<file path="src/hdl/hbdm_pkg.sv">
`default_nettype none
// ----------------------------------------------------------------------------
// hbdm_pkg
// Shared types and codes for the host bus decoder and mailbox: payload
// structs, command and target codes, register offsets, control structs.
// ----------------------------------------------------------------------------
package hbdm_pkg;

  localparam logic [2:0] CMD_MEM_READ  = 3'd0;
  localparam logic [2:0] CMD_MEM_WRITE = 3'd1;
  localparam logic [2:0] CMD_IO_READ   = 3'd2;
  localparam logic [2:0] CMD_IO_WRITE  = 3'd3;
  localparam logic [2:0] CMD_STATUS    = 3'd4;

  localparam logic [1:0] TGT_NONE = 2'd0;
  localparam logic [1:0] TGT_BOOT = 2'd1;
  localparam logic [1:0] TGT_PRG  = 2'd2;
  localparam logic [1:0] TGT_WORD = 2'd3;

  // register window: 0xa120xx, bits 7..6 ignored
  localparam logic [15:0] REG_BASE = 16'ha120;

  localparam logic [5:0] OFS_IRQ     = 6'h00;
  localparam logic [5:0] OFS_RUN     = 6'h01;
  localparam logic [5:0] OFS_PROTECT = 6'h02;
  localparam logic [5:0] OFS_MEMMODE = 6'h03;
  localparam logic [5:0] OFS_VEC_HI  = 6'h06;
  localparam logic [5:0] OFS_VEC_LO  = 6'h07;
  localparam logic [5:0] OFS_TMR_HI  = 6'h0c;
  localparam logic [5:0] OFS_TMR_LO  = 6'h0d;
  localparam logic [5:0] OFS_MFLAGS  = 6'h0e;
  localparam logic [5:0] OFS_SFLAGS  = 6'h0f;

  localparam logic [1:0] BLK_CTRL   = 2'd0;
  localparam logic [1:0] BLK_CMD    = 2'd1;
  localparam logic [1:0] BLK_STATUS = 2'd2;

  typedef struct packed {
    logic [2:0]  cmd;
    logic        upper_lane;
    logic        lower_lane;
    logic [23:0] bus_address;
    logic [15:0] bus_data;
    logic        ram_mode;
    logic        ram_select;
    logic        ram_owned_by_sub;
    logic        irq_waiting;
    logic [11:0] timer_count;
    logic [7:0]  sub_flags;
  } item_t;

  typedef struct packed {
    logic [1:0]  target;
    logic [17:0] word_index;
    logic        is_store;
    logic        store_high;
    logic        store_low;
    logic [15:0] store_value;
    logic [15:0] read_value;
    logic        irq_raise;
    logic        sub_reset;
    logic        sub_halt;
    logic        switch_set;
  } result_t;

  typedef struct packed {
    logic load;
    logic step_hi;
    logic step_lo;
    logic cfg_we;
  } ctl_t;

  typedef struct packed {
    logic need_lower;
  } stat_t;

endpackage
`default_nettype wire

</file>
<file path="src/hdl/hbdm_ctrl.sv">
`default_nettype none
// ----------------------------------------------------------------------------
// hbdm_ctrl
// Sequencer: takes a beat, runs the upper lane step, the lower lane step
// when needed, then shows the result for one cycle.
// ----------------------------------------------------------------------------
module hbdm_ctrl (
  input  wire logic          clk,
  input  wire logic          rst,
  input  wire logic          start,
  output logic               busy,
  output logic               done,
  input  wire logic          cfg_valid,
  output logic               cfg_ready,
  input  wire hbdm_pkg::stat_t stat,
  output hbdm_pkg::ctl_t     ctl
);

  localparam logic [1:0] S_IDLE = 2'd0;
  localparam logic [1:0] S_HI   = 2'd1;
  localparam logic [1:0] S_LO   = 2'd2;
  localparam logic [1:0] S_DONE = 2'd3;

  logic [1:0] state;
  logic [1:0] state_next;
  logic       accept;

  assign busy      = (state == S_HI) || (state == S_LO);
  assign done      = (state == S_DONE);
  assign cfg_ready = (state == S_IDLE);
  assign accept    = start && !busy;

  assign ctl.load    = accept;
  assign ctl.step_hi = (state == S_HI);
  assign ctl.step_lo = (state == S_LO);
  assign ctl.cfg_we  = cfg_valid && cfg_ready;

  always_comb begin
    state_next = state;
    case (state)
      S_IDLE: begin
        if (accept) state_next = S_HI;
      end
      S_HI: begin
        state_next = stat.need_lower ? S_LO : S_DONE;
      end
      S_LO: begin
        state_next = S_DONE;
      end
      S_DONE: begin
        state_next = accept ? S_HI : S_IDLE;
      end
      default: begin
        state_next = S_IDLE;
      end
    endcase
  end

  always_ff @(posedge clk) begin
    if (rst) begin
      state <= S_IDLE;
    end else begin
      state <= state_next;
    end
  end

  a_done_single: assert property (@(posedge clk) disable iff (rst)
    done |=> !done)
    else $error("result strobe held longer than one cycle");

  a_accept_runs: assert property (@(posedge clk) disable iff (rst)
    (start && !busy) |=> (state == S_HI))
    else $error("accepted beat not started");

  a_lo_after_hi: assert property (@(posedge clk) disable iff (rst)
    (state == S_LO) |-> ($past(state) == S_HI))
    else $error("lower lane step without upper lane step");

endmodule
`default_nettype wire

</file>
<file path="src/hdl/hbdm_datapath.sv">
`default_nettype none
// ----------------------------------------------------------------------------
// hbdm_datapath
// Item register, memory decode, byte lane register file and result register.
// ----------------------------------------------------------------------------
module hbdm_datapath (
  input  wire logic             clk,
  input  wire logic             rst,
  input  wire hbdm_pkg::ctl_t   ctl,
  output hbdm_pkg::stat_t       stat,
  input  wire hbdm_pkg::item_t  item,
  input  wire logic [15:0]      cfg_data,
  output hbdm_pkg::result_t     result
);

  hbdm_pkg::item_t   item_q;
  hbdm_pkg::result_t res_q;
  hbdm_pkg::result_t res_next;

  logic [15:0] vector_word;
  logic [1:0]  bank_select;
  logic        run_bit;
  logic        request_bit;
  logic [7:0]  protect_byte;
  logic [7:0]  main_flags;
  logic [7:0]  command_bytes [16];
  logic [7:0]  status_bytes  [16];

  // memory decode
  logic        is_mem;
  logic [1:0]  mem_target;
  logic [17:0] mem_index;

  // lane access
  logic        lane_on;
  logic        lane_active;
  logic [5:0]  lane_ofs;
  logic        lane_hit;
  logic [7:0]  lane_d;
  logic [7:0]  lane_rd;
  logic        lane_we;
  logic        mode0_b0;
  logic        pulse_irq;
  logic        pulse_reset;
  logic        pulse_switch;

  assign stat.need_lower = (item_q.cmd == hbdm_pkg::CMD_IO_READ ||
                            item_q.cmd == hbdm_pkg::CMD_IO_WRITE) && item_q.lower_lane;

  always_comb begin
    is_mem     = (item_q.cmd == hbdm_pkg::CMD_MEM_READ) ||
                 (item_q.cmd == hbdm_pkg::CMD_MEM_WRITE);
    mem_target = hbdm_pkg::TGT_NONE;
    mem_index  = '0;
    if (!item_q.bus_address[21]) begin
      if (!item_q.bus_address[17]) begin
        if (item_q.cmd != hbdm_pkg::CMD_MEM_WRITE) begin
          mem_target = hbdm_pkg::TGT_BOOT;
          mem_index  = {2'b00, item_q.bus_address[16:1]};
        end
      end else begin
        mem_target = hbdm_pkg::TGT_PRG;
        mem_index  = {bank_select, item_q.bus_address[16:1]};
      end
    end else if (item_q.ram_mode) begin
      mem_target = hbdm_pkg::TGT_WORD;
      mem_index  = {1'b0, ~item_q.ram_select, item_q.bus_address[16:1]};
    end else if (!item_q.ram_owned_by_sub) begin
      mem_target = hbdm_pkg::TGT_WORD;
      mem_index  = {1'b0, item_q.bus_address[17:1]};
    end
  end

  assign lane_on     = ctl.step_hi || ctl.step_lo;
  assign lane_active = ctl.step_hi ? item_q.upper_lane : item_q.lower_lane;
  assign lane_ofs    = ctl.step_hi ? item_q.bus_address[5:0]
                                   : {item_q.bus_address[5:1], 1'b1};
  assign lane_hit    = (item_q.bus_address[23:8] == hbdm_pkg::REG_BASE);
  assign lane_d      = ctl.step_hi ? item_q.bus_data[15:8] : item_q.bus_data[7:0];
  assign mode0_b0    = item_q.ram_mode ? item_q.ram_select : ~item_q.ram_owned_by_sub;
  assign lane_we     = lane_on && lane_active && lane_hit &&
                       (item_q.cmd == hbdm_pkg::CMD_IO_WRITE);

  always_comb begin
    lane_rd = lane_d;
    if (lane_hit) begin
      case (lane_ofs[5:4])
        hbdm_pkg::BLK_CMD:    lane_rd = command_bytes[lane_ofs[3:0]];
        hbdm_pkg::BLK_STATUS: lane_rd = status_bytes[lane_ofs[3:0]];
        hbdm_pkg::BLK_CTRL: begin
          case (lane_ofs)
            hbdm_pkg::OFS_IRQ:     lane_rd = {lane_d[7:1], item_q.irq_waiting};
            hbdm_pkg::OFS_RUN:     lane_rd = {lane_d[7:2], request_bit, run_bit};
            hbdm_pkg::OFS_PROTECT: lane_rd = protect_byte;
            hbdm_pkg::OFS_MEMMODE: lane_rd = {bank_select, lane_d[5:3], item_q.ram_mode,
                                              item_q.ram_owned_by_sub, mode0_b0};
            hbdm_pkg::OFS_VEC_HI:  lane_rd = vector_word[15:8];
            hbdm_pkg::OFS_VEC_LO:  lane_rd = vector_word[7:0];
            hbdm_pkg::OFS_TMR_HI:  lane_rd = {lane_d[7:4], item_q.timer_count[11:8]};
            hbdm_pkg::OFS_TMR_LO:  lane_rd = item_q.timer_count[7:0];
            hbdm_pkg::OFS_MFLAGS:  lane_rd = main_flags;
            hbdm_pkg::OFS_SFLAGS:  lane_rd = item_q.sub_flags;
            default:               lane_rd = lane_d;
          endcase
        end
        default: lane_rd = lane_d;
      endcase
    end
  end

  assign pulse_irq    = lane_we && (lane_ofs == hbdm_pkg::OFS_IRQ) && lane_d[0];
  assign pulse_reset  = lane_we && (lane_ofs == hbdm_pkg::OFS_RUN) && run_bit && !lane_d[0];
  assign pulse_switch = lane_we && (lane_ofs == hbdm_pkg::OFS_MEMMODE) && lane_d[1];

  always_ff @(posedge clk) begin
    if (ctl.load) begin
      item_q <= item;
    end
  end

  // register file
  always_ff @(posedge clk) begin
    if (rst) begin
      vector_word  <= '0;
      bank_select  <= '0;
      run_bit      <= 1'b0;
      request_bit  <= 1'b0;
      protect_byte <= '0;
      main_flags   <= '0;
      for (int i = 0; i < 16; i++) begin
        command_bytes[i] <= '0;
        status_bytes[i]  <= '0;
      end
    end else begin
      if (ctl.cfg_we) begin
        vector_word <= cfg_data;
      end
      if (ctl.step_hi && item_q.cmd == hbdm_pkg::CMD_STATUS) begin
        status_bytes[item_q.bus_address[3:0]] <= item_q.bus_data[7:0];
      end
      if (lane_we) begin
        if (lane_ofs[5:4] == hbdm_pkg::BLK_CMD) begin
          command_bytes[lane_ofs[3:0]] <= lane_d;
        end
        case (lane_ofs)
          hbdm_pkg::OFS_RUN: begin
            run_bit     <= lane_d[0];
            request_bit <= lane_d[1];
          end
          hbdm_pkg::OFS_PROTECT: protect_byte <= lane_d;
          hbdm_pkg::OFS_MEMMODE: bank_select <= lane_d[7:6];
          hbdm_pkg::OFS_VEC_HI:  vector_word[15:8] <= lane_d;
          hbdm_pkg::OFS_VEC_LO:  vector_word[7:0] <= lane_d;
          hbdm_pkg::OFS_MFLAGS:  main_flags <= lane_d;
          default: begin
          end
        endcase
      end
    end
  end

  // result register
  always_comb begin
    res_next = res_q;
    if (ctl.step_hi) begin
      res_next            = '0;
      res_next.irq_raise  = pulse_irq;
      res_next.sub_reset  = pulse_reset;
      res_next.switch_set = pulse_switch;
      if (is_mem) begin
        res_next.target     = mem_target;
        res_next.word_index = mem_index;
        if (item_q.cmd == hbdm_pkg::CMD_MEM_WRITE && mem_target != hbdm_pkg::TGT_NONE) begin
          res_next.is_store    = 1'b1;
          res_next.store_high  = item_q.upper_lane;
          res_next.store_low   = item_q.lower_lane;
          res_next.store_value = item_q.bus_data;
        end
        if (item_q.cmd == hbdm_pkg::CMD_MEM_READ && mem_target == hbdm_pkg::TGT_NONE) begin
          res_next.read_value = item_q.bus_data;
        end
      end
      if (item_q.cmd == hbdm_pkg::CMD_IO_READ) begin
        res_next.read_value = {(item_q.upper_lane ? lane_rd : item_q.bus_data[15:8]),
                               item_q.bus_data[7:0]};
      end
    end else if (ctl.step_lo) begin
      if (item_q.cmd == hbdm_pkg::CMD_IO_READ) begin
        res_next.read_value[7:0] = lane_rd;
      end
      res_next.irq_raise  = res_q.irq_raise | pulse_irq;
      res_next.sub_reset  = res_q.sub_reset | pulse_reset;
      res_next.switch_set = res_q.switch_set | pulse_switch;
    end
  end

  always_ff @(posedge clk) begin
    res_q <= res_next;
  end

  always_comb begin
    result          = res_q;
    result.sub_halt = !run_bit || request_bit;
  end

  a_lo_io_only: assert property (@(posedge clk) disable iff (rst)
    ctl.step_lo |-> ((item_q.cmd == hbdm_pkg::CMD_IO_READ ||
                      item_q.cmd == hbdm_pkg::CMD_IO_WRITE) && item_q.lower_lane))
    else $error("lower lane step on a beat without an active lower io lane");

  a_cfg_not_mid_item: assert property (@(posedge clk) disable iff (rst)
    ctl.cfg_we |-> !(ctl.step_hi || ctl.step_lo))
    else $error("vector load during a lane step");

endmodule
`default_nettype wire

</file>
<file path="src/hdl/host_bus_decoder_and_mailbox.sv">
`default_nettype none
// ----------------------------------------------------------------------------
// host_bus_decoder_and_mailbox
// Host bus decode into boot ROM, program RAM and word RAM words, plus a byte
// register mailbox with interrupt, sub reset and switch pulses.
//
//   channel   handshake            payload             dir
//   item      start / busy         item   (item_t)     in
//   result    done (strobe)        result (result_t)   out
//   config    cfg_valid/cfg_ready  cfg_data [15:0]     in
//
// A beat runs the upper lane step, the lower lane step when an io beat has
// its lower lane active, and then the result cycle: the register file does
// one lane per cycle. busy is low during the result cycle so the next beat
// enters then. done is high for exactly one cycle; the receiver cannot stall it.
// Synchronous active-high reset clears the state and mailbox registers (vector word to 0), not item/result.
// cfg_ready is high only while no beat is in flight.
// ----------------------------------------------------------------------------
module host_bus_decoder_and_mailbox (
  input  wire logic              clk,
  input  wire logic              rst,
  input  wire logic              start,
  output logic                   busy,
  input  wire hbdm_pkg::item_t   item,
  output logic                   done,
  output hbdm_pkg::result_t      result,
  input  wire logic              cfg_valid,
  output logic                   cfg_ready,
  input  wire logic [15:0]       cfg_data
);

  hbdm_pkg::ctl_t  ctl;
  hbdm_pkg::stat_t stat;

  hbdm_ctrl u_ctrl (
    .clk       (clk),
    .rst       (rst),
    .start     (start),
    .busy      (busy),
    .done      (done),
    .cfg_valid (cfg_valid),
    .cfg_ready (cfg_ready),
    .stat      (stat),
    .ctl       (ctl)
  );

  hbdm_datapath u_datapath (
    .clk      (clk),
    .rst      (rst),
    .ctl      (ctl),
    .stat     (stat),
    .item     (item),
    .cfg_data (cfg_data),
    .result   (result)
  );

endmodule
`default_nettype wire
</file>
<file path="config.mk">
export PLATFORM = sky130hd
export DESIGN_NAME = host_bus_decoder_and_mailbox
export DESIGN_NICKNAME = d
export VERILOG_FILES = /design/src/hdl/hbdm_pkg.sv /design/src/hdl/hbdm_ctrl.sv /design/src/hdl/hbdm_datapath.sv /design/src/hdl/host_bus_decoder_and_mailbox.sv
export SDC_FILE = /design/constraint.sdc
export NUM_CORES = 1
export LEC_CHECK = 0
export BUFFER_PORTS_ARGS = -buffer_cell sky130_fd_sc_hd__buf_2
export CORE_ASPECT_RATIO = 1.4
export CORE_UTILIZATION = 49
export DETAILED_ROUTE_END_ITERATION = 6
export HOLD_SLACK_MARGIN = 0.06
export PLACE_DENSITY = 0.67
export SYNTH_ARGS = -nofsm -noshare
export SYNTH_HDL_FRONTEND = slang
export SYNTH_SLANG_ARGS = --single-unit
</file>
<file path="constraint.sdc">
create_clock -name clk -period 4.54 [get_ports clk]
set_input_delay 0.681 -clock clk [delete_from_list [all_inputs] [get_ports clk]]
set_output_delay 0.681 -clock clk [all_outputs]
set_load 0.02 [all_outputs]
</file>
==> impl_results.md, run 1 <==
* Status: completed
* Cell area after synthesis at 19100 um2
* Fillers at 3156
* Core Footprint at 38500 um2
* Ports at 151
* WP data arrival at 3.86 ns
* Critical path's most frequent cell: nand2_1
* Maxcap violations at 0
* Grt ovf at 0
* PortBufs at 150
* Normalized max-slew margin at 21.5%
* Register bit total from synthesis at 421
* Drt wl/cell at 26.8 um
* Post-CTS Hold Buffers at 0
* CP required at 4.79 ns
* Clock Latency Late Sink at 0.57 ns
* Vias in the first global route at 13500
* CP max-delay cell: nor4_1
* Drt initial violations at 1644
* Max stage delay on crit path at 0.63 ns
* Most frequent cells in the layout: edfxtp_1, nor2_1, nand2_1, buf_2, and2_1
* Cells after Synth at 1565
* Asr flop ratio synth at 0%
* Period utilisation layout at 79.6%
* Clock sinks at 421
* EDFF count, synth at 383
* Crit-path cells: ha_2 -> buf_4 -> nand2_1 -> nor4_1 -> nand2_1 -> nor3_1 -> or2_2
* Most common cell after layout, fill and taps aside: edfxtp_1
* Tot GR Track Use at 30.2%
* Full die area at 39800 um2
* Layout Skew at 0.0290 ns
* Maximum buffer depth of the clock tree at 3
* Startpoint types: register
* Syn_nets at 1659
* H-tree depth at 2
* Via/cell ratio at 6.20
* Cell Rows at 85
* Slew of the pin with the lowest slew margin at 1.15 ns
* Post-layout utilization of the core at 56.7%
* Total wire length at 60000 um
* Num CTS Buffers at 41
* Hold violation count in the final report at 0
* Slew Limit Fails at 0
* Synth unique cells at 77
* Initial core utilization at 49.7%
* Antenna violations before repair at 2
* RSZ-0062 raised after global routing: false
* CTS resizes at 0
* Width of the chip at 169 um
* CP Max Fanout at 37
* Post-DP HPWL at 40700 um
* Share of cells above drive strength 1 at 18.6%
* Setup TNS at 0 ns
* PD cells at 548 nW/um2
* CTS tree: built
* Final Wtd Congestion at 0.975
* HP Class: in -> reg
* Largest net degree at the start of global routing at 50
* Area Overhead vs Synth at 14.2%
* Share of the synthesized area in the top cell type at 60.2%
* Drt pass-1 iters at 6
* Seq/Total Area, Yosys at 64.1%
* Nets at 1777
* CP Capture Type: register
* Synth warn at 0
* First-pass GRT wire length at 86900 um
* Post-CTS setup buffer count at 0
* Via count at 13900
* Leakage power at 8.24 nW
* Final ANT Viol Nets at 0
* Worst-path clk slew at 0.06 ns
* Die H at 236 um
* Largest area contributor in the netlist: edfxtp_1
* WS Path Type: reg -> reg
* Fmax at 0.277 GHz
* # setup viols final at 0
* Crit path time final at 3.61 ns
* Synth area leaders: edfxtp_1, dfxtp_1, and2_1, nor2_1, nand2_1
* DRC Markers at 0
* Synth Flop Type: edfxtp_1
* Root buf cell: clkbuf_16
* Worst IR Drop VDD at 261 uV
* Avg Cell Area, Syn at 12.2 um2
[Yosys cell counts (all sizes together), types with 7 or more instances]
library cell and n:
a211oi 52, a21oi 47, a22o 7, a22oi 14, a31oi 11, a32oi 18
and2 119, and3 40, and3b 15, buf 34, clkbuf 82, dfxtp 38
edfxtp 383, inv 13, mux2 9, mux2i 49, mux4 22, nand2 163
nand2b 27, nand3 31, nand4 13, nor2 195, nor2b 11, nor3 42
nor4 15, o21ai 16, or2 17
[worst paths after layout]
path / to / slack (ns) / startpoint / cells past startpoint
min: u_datapath.item_q[8]$_DFFE_PP_ / 0.29 / item[8] / 1
max reg2reg: u_datapath.status_bytes[0][1]$_SDFFCE_PN0P_ / 0.93 / u_ctrl.state[0]$_SDFFE_PP0P_ / 7
max: u_datapath.status_bytes[0][1]$_SDFFCE_PN0P_ / 0.93 / u_ctrl.state[0]$_SDFFE_PP0P_ / 7
min reg2reg: u_datapath.protect_byte[4]$_SDFFE_PP0P_ / 0.45 / u_datapath.protect_byte[4]$_SDFFE_PP0P_ / 2
[through the flow]
stage / setup slack (ns) / total power [mW] / hold slack [ns] / std cells / area [um2]
after floorplan: 0.981 / 6.98 / 0.431 / 1565 / 19100
after global placement: 1.16 / 8.34 / 0.439 / 2162 / 20400
after detailed placement: 1.10 / 8.36 / 0.444 / 2162 / 20400
after CTS: 1.08 / 11.9 / 0.278 / 2236 / 21800
after global routing: 0.723 / 12.3 / 0.281 / 2238 / 21800
final: 0.925 / 12.0 / 0.289 / 2238 / 21800
[routing by layer]
| metal | vias to the layer above | global-route usage [%] | share of wire, % |
|---|---|---|---|
| met5 | - | 0 | 0 |
| met4 | 0 | 19.0 | 6.8 |
| met3 | 230 | 5.31 | 8.3 |
| met2 | 854 | 51.2 | 50 |
| met1 | 6763 | 35.2 | 35 |
| li1 | 6026 | - | - |
[power breakdown]
group,switching [mW],internal [mW]
registers,0.279,4.79
clock network,1.49,2.10
logic,2.37,0.930
[sequential cells by signal, summed over array words and instances (netlist names)]
register and flops:
u_datapath.run_bit 1, u_datapath.vector_word 16, u_datapath.result 58, u_datapath.status_bytes 128
u_datapath.main_flags 8, u_datapath.item_q 69, u_datapath.protect_byte 8, u_datapath.bank_select 2
u_datapath.command_bytes 128, u_ctrl.state 2, u_datapath.request_bit 1
[worst max-delay path: cells and delay by family (launching register included)]
| kind | cells | cell delay [ns] |
|---|---|---|
| and+or+nand+nor | 5 | 2.08 |
| buffers and inverters | 1 | 0.46 |
| DFF | 1 | 0.43 |
| adders and majority gates | 1 | 0.28 |
[final cells by class]
cell class | instances | area (um2) | area share (%)
Antenna cell | 2 | 5.00 | 0.0229
Clock buffer | 51 | 1130 | 5.16
Clock inverter | 23 | 270 | 1.24
Inverter | 14 | 52.6 | 0.241
Multi-Input combinational cell | 1014 | 6370 | 29.2
Sequential cell | 421 | 12300 | 56.1
Tap cell | 522 | 653 | 2.99
Timing Repair Buffer | 191 | 1100 | 5.02
[cell families (layout without fill, tap and decap cells)]
logic type	count (synthesis)	in the layout	synth area share (%)
muxes	80	80	5.79
other	0	2	0
buffers and inverters	130	279	2.91
AOI/OAI and AO/OA	218	218	8.09
adders and majority gates	5	5	0.327
and+or+nand+nor	711	711	18.7
DFF	421	421	64.1
(Power assumes the default switching activity.)
==> run 2, diff against run 1 <==
==> constraint.sdc (replaced) <==
create_clock -name clk -period 3.1 [get_ports clk]
set_input_delay 0.465 -clock clk [delete_from_list [all_inputs] [get_ports clk]]
set_output_delay 0.465 -clock clk [all_outputs]
set_load 0.02 [all_outputs]
==> run 2 against run 1 <==
Effect of this change: critical path depth increased by 4; cell count increased by 3.2%; global-route usage increased by 0.059 points; largest cell class unchanged; sequential cell count unchanged; register-to-register slack got worse by 0.86 ns; non-clock buffer count increased by 76; design area increased by 2.6%; highest routed layer unchanged; combinational power increased by 50%; sequential power increased by 46%; first-iteration DRC count increased by 2.4%; total power increased by 46%; critical path type unchanged; count of clock-buffer cells in the layout decreased by 5.
==> impl_results.md, run 2 (same netlist as run 1, synthesis figures left out) <==
* Worst-path clk slew at 0.07 ns (about the same)
* Setup slack at placement at 0.0606 ns (-1.04 ns)
* Tot GR Track Use at 30.2% (+0.059 points)
* Most common cell after layout, fill and taps aside: edfxtp_1
* Post-layout utilization of the core at 58.2% (+1.5 points)
* Initial core utilization at 49.7% (unchanged)
* Die H at 236 um (unchanged)
* Final ANT Viol Nets at 0 (unchanged)
* Maxcap violations at 0 (unchanged)
* Worst R2R Setup Slack at 0.06 ns (-0.86 ns)
* Fillers at 3111 (-1.4%)
* WP data arrival at 3.40 ns (-0.46 ns)
* Drt pass-1 iters at 5 (-1)
* Num CTS Buffers at 40 (-2.4%)
* Via/cell ratio at 6.06 (-2.2%)
* Setup TNS at 0 ns (unchanged)
* Layout Skew at 0.0207 ns (-0.00835 ns)
* Maximum buffer depth of the clock tree at 3 (unchanged)
* CP Capture Type: register
* First-pass GRT wire length at 87600 um (+0.81%)
* Part of the power in the clock network at 29.1% (-0.9 points)
* Startpoint types: register
* Post-CTS setup buffer count at 0 (unchanged)
* Logic pwr share at 28.4% (+0.8 points)
* DRC Markers at 0 (unchanged)
* CP required at 3.46 ns (-1.33 ns)
* Worst IR Drop VDD at 374 uV (+43%)
* Root buf cell: clkbuf_16
* Largest regs: u_datapath.command_bytes: 128 flops, u_datapath.status_bytes: 128 flops, u_datapath.item_q: 69 flops
* Hold-critical path depth at 1 (unchanged)
* CP Max Fanout at 15 (-59%)
* Total wire length at 59700 um (-0.52%)
* Final Wtd Congestion at 0.951 (-2.6%)
* Cell Rows at 85 (unchanged)
* Largest net degree at the start of global routing at 55 (+10%)
* Via count at 14000 (+0.94%)
* Hold slack final at 0.0886 ns (-0.200 ns)
* Status: completed
* Antenna violations before repair at 1 (-1)
* Width of the chip at 169 um (unchanged)
* Worst r2r path cells at 11 (+4)
* Antenna cells at 0 (-2)
* Leakage power at 8.60 nW (+4.4%)
* Period utilisation layout at 97.9% (+18 points)
* Area Overhead vs Synth at 17.2%
* PortBufs at 150 (unchanged)
* Fin cells at 2310 (+3.2%)
* Drt initial violations at 1684 (+2.4%)
* Slew Limit Fails at 0 (unchanged)
* Most frequent cells in the layout: edfxtp_1, nor2_1, nand2_1, buf_2, and2_1
* Fmax at 0.329 GHz (+19%)
* NetSw at 5.97 mW (+44%)
* Slew of the pin with the lowest slew margin at 1.10 ns (-0.0551 ns)
* Clock Latency Late Sink at 0.56 ns (about the same)
* Full die area at 39800 um2 (unchanged)
* HP Class: in -> reg
* Grt ovf at 0 (unchanged)
* Finished Cell Area at 22400 um2 (+2.6%)
* Clock sinks at 421 (unchanged)
* PD cells at 778 nW/um2 (+42%)
* Share of cells above drive strength 1 at 21.8% (+3.3 points)
* Placed Cells at 2238 (+3.5%)
* Core Footprint at 38500 um2 (unchanged)
* CTS tree: built
* Post-DP Area at 21100 um2 (+3.0%)
* Crit path time final at 3.04 ns (-0.579 ns)
* Post-DP HPWL at 42100 um (+3.3%)
* Pwr Total at 17.4 mW (+46%)
* Post-CTS Hold Buffers at 0 (unchanged)
* Vias in the first global route at 13800 (+2.3%)
* Final worst setup slack at 0.0647 ns (-0.861 ns)
* RSZ-0062 raised after global routing: false
* Internal at 11.5 mW (+47%)
* Ports at 151 (unchanged)
* WS Path Type: reg -> reg
* # setup viols final at 0 (unchanged)
* Nets at 1852 (+4.2%)
* Switching Fraction at 34.2% (-0.38 points)
* H-tree depth at 2 (unchanged)
* Hold violation count in the final report at 0 (unchanged)
* Normalized max-slew margin at 26.8% (+5.3 points)
* Drt wl/cell at 25.8 um (-3.6%)
* Seq pwr share at 42.6% (+0.2 points)
## run 2: cell types whose count changed in the layout (fill, tap and decap cells not counted), sizes merged
cell,previous run,this run
buf,191,267
clkbuf,51,46
clkinv,14,19
diode,2,0
clkinvlp,3,2
inv,14,13
## run 2: layout make-up
type	instances	area [um2]	area share, %
Sequential cell	421	12300	54.7
Multi-Input combinational cell	1014	6350	28.4
Timing Repair Buffer	267	1750	7.81
Clock buffer	46	1040	4.66
Tap cell	522	653	2.92
Clock inverter	26	288	1.28
Inverter	14	52.6	0.235
## run 2: final timing paths
path | startpoint | to
max | u_ctrl.state[1]$_SDFFE_PP0P_ | u_datapath.result[7]$_DFFE_PP_
max reg2reg | u_ctrl.state[1]$_SDFFE_PP0P_ | u_datapath.result[7]$_DFFE_PP_
min reg2reg | u_datapath.protect_byte[4]$_SDFFE_PP0P_ | u_datapath.protect_byte[4]$_SDFFE_PP0P_
min | item[50] | u_datapath.item_q[50]$_DFFE_PP_
## run 2: timing repair
| item | 4_1_cts | 5_1_grt |
|---|---|---|
| gates resized for setup | 0 | 3 |
| hold endpoints to repair | 0 | 0 |
| endpoints found under the setup margin | 0 | 4 |
## run 2: worst max-delay path, stage by stage (launching register included)
cell and delay [ns]:
dfxtp_1 0.37, inv_1 0.11, ha_2 0.25, nand2b_4 0.24, buf_4 0.29, buf_4 0.27, a22o_1 0.20, nand3_1 0.10
a31oi_1 0.46, a221oi_1 0.13, buf_4 0.19, o31ai_1 0.23
## run 2: metal layers
metal	share of wire [%]	vias to the layer above	track usage, %
met1	36	6917	36.0
met5	0	-	0
met3	7.1	162	3.92
li1	-	6171	-
met2	51	753	52.3
met4	6.0	0	17.4
## run 2: power groups by stage
stage	sequential, mW	clock, mW	combinational (mW)
2_1_floorplan	7.63	0	2.59
3_3_place_gp	7.52	0	4.82
3_5_place_dp	7.52	0	4.85
4_1_cts	7.42	5.10	4.86
5_1_grt	7.47	5.28	5.20
6_report	7.42	5.07	4.95
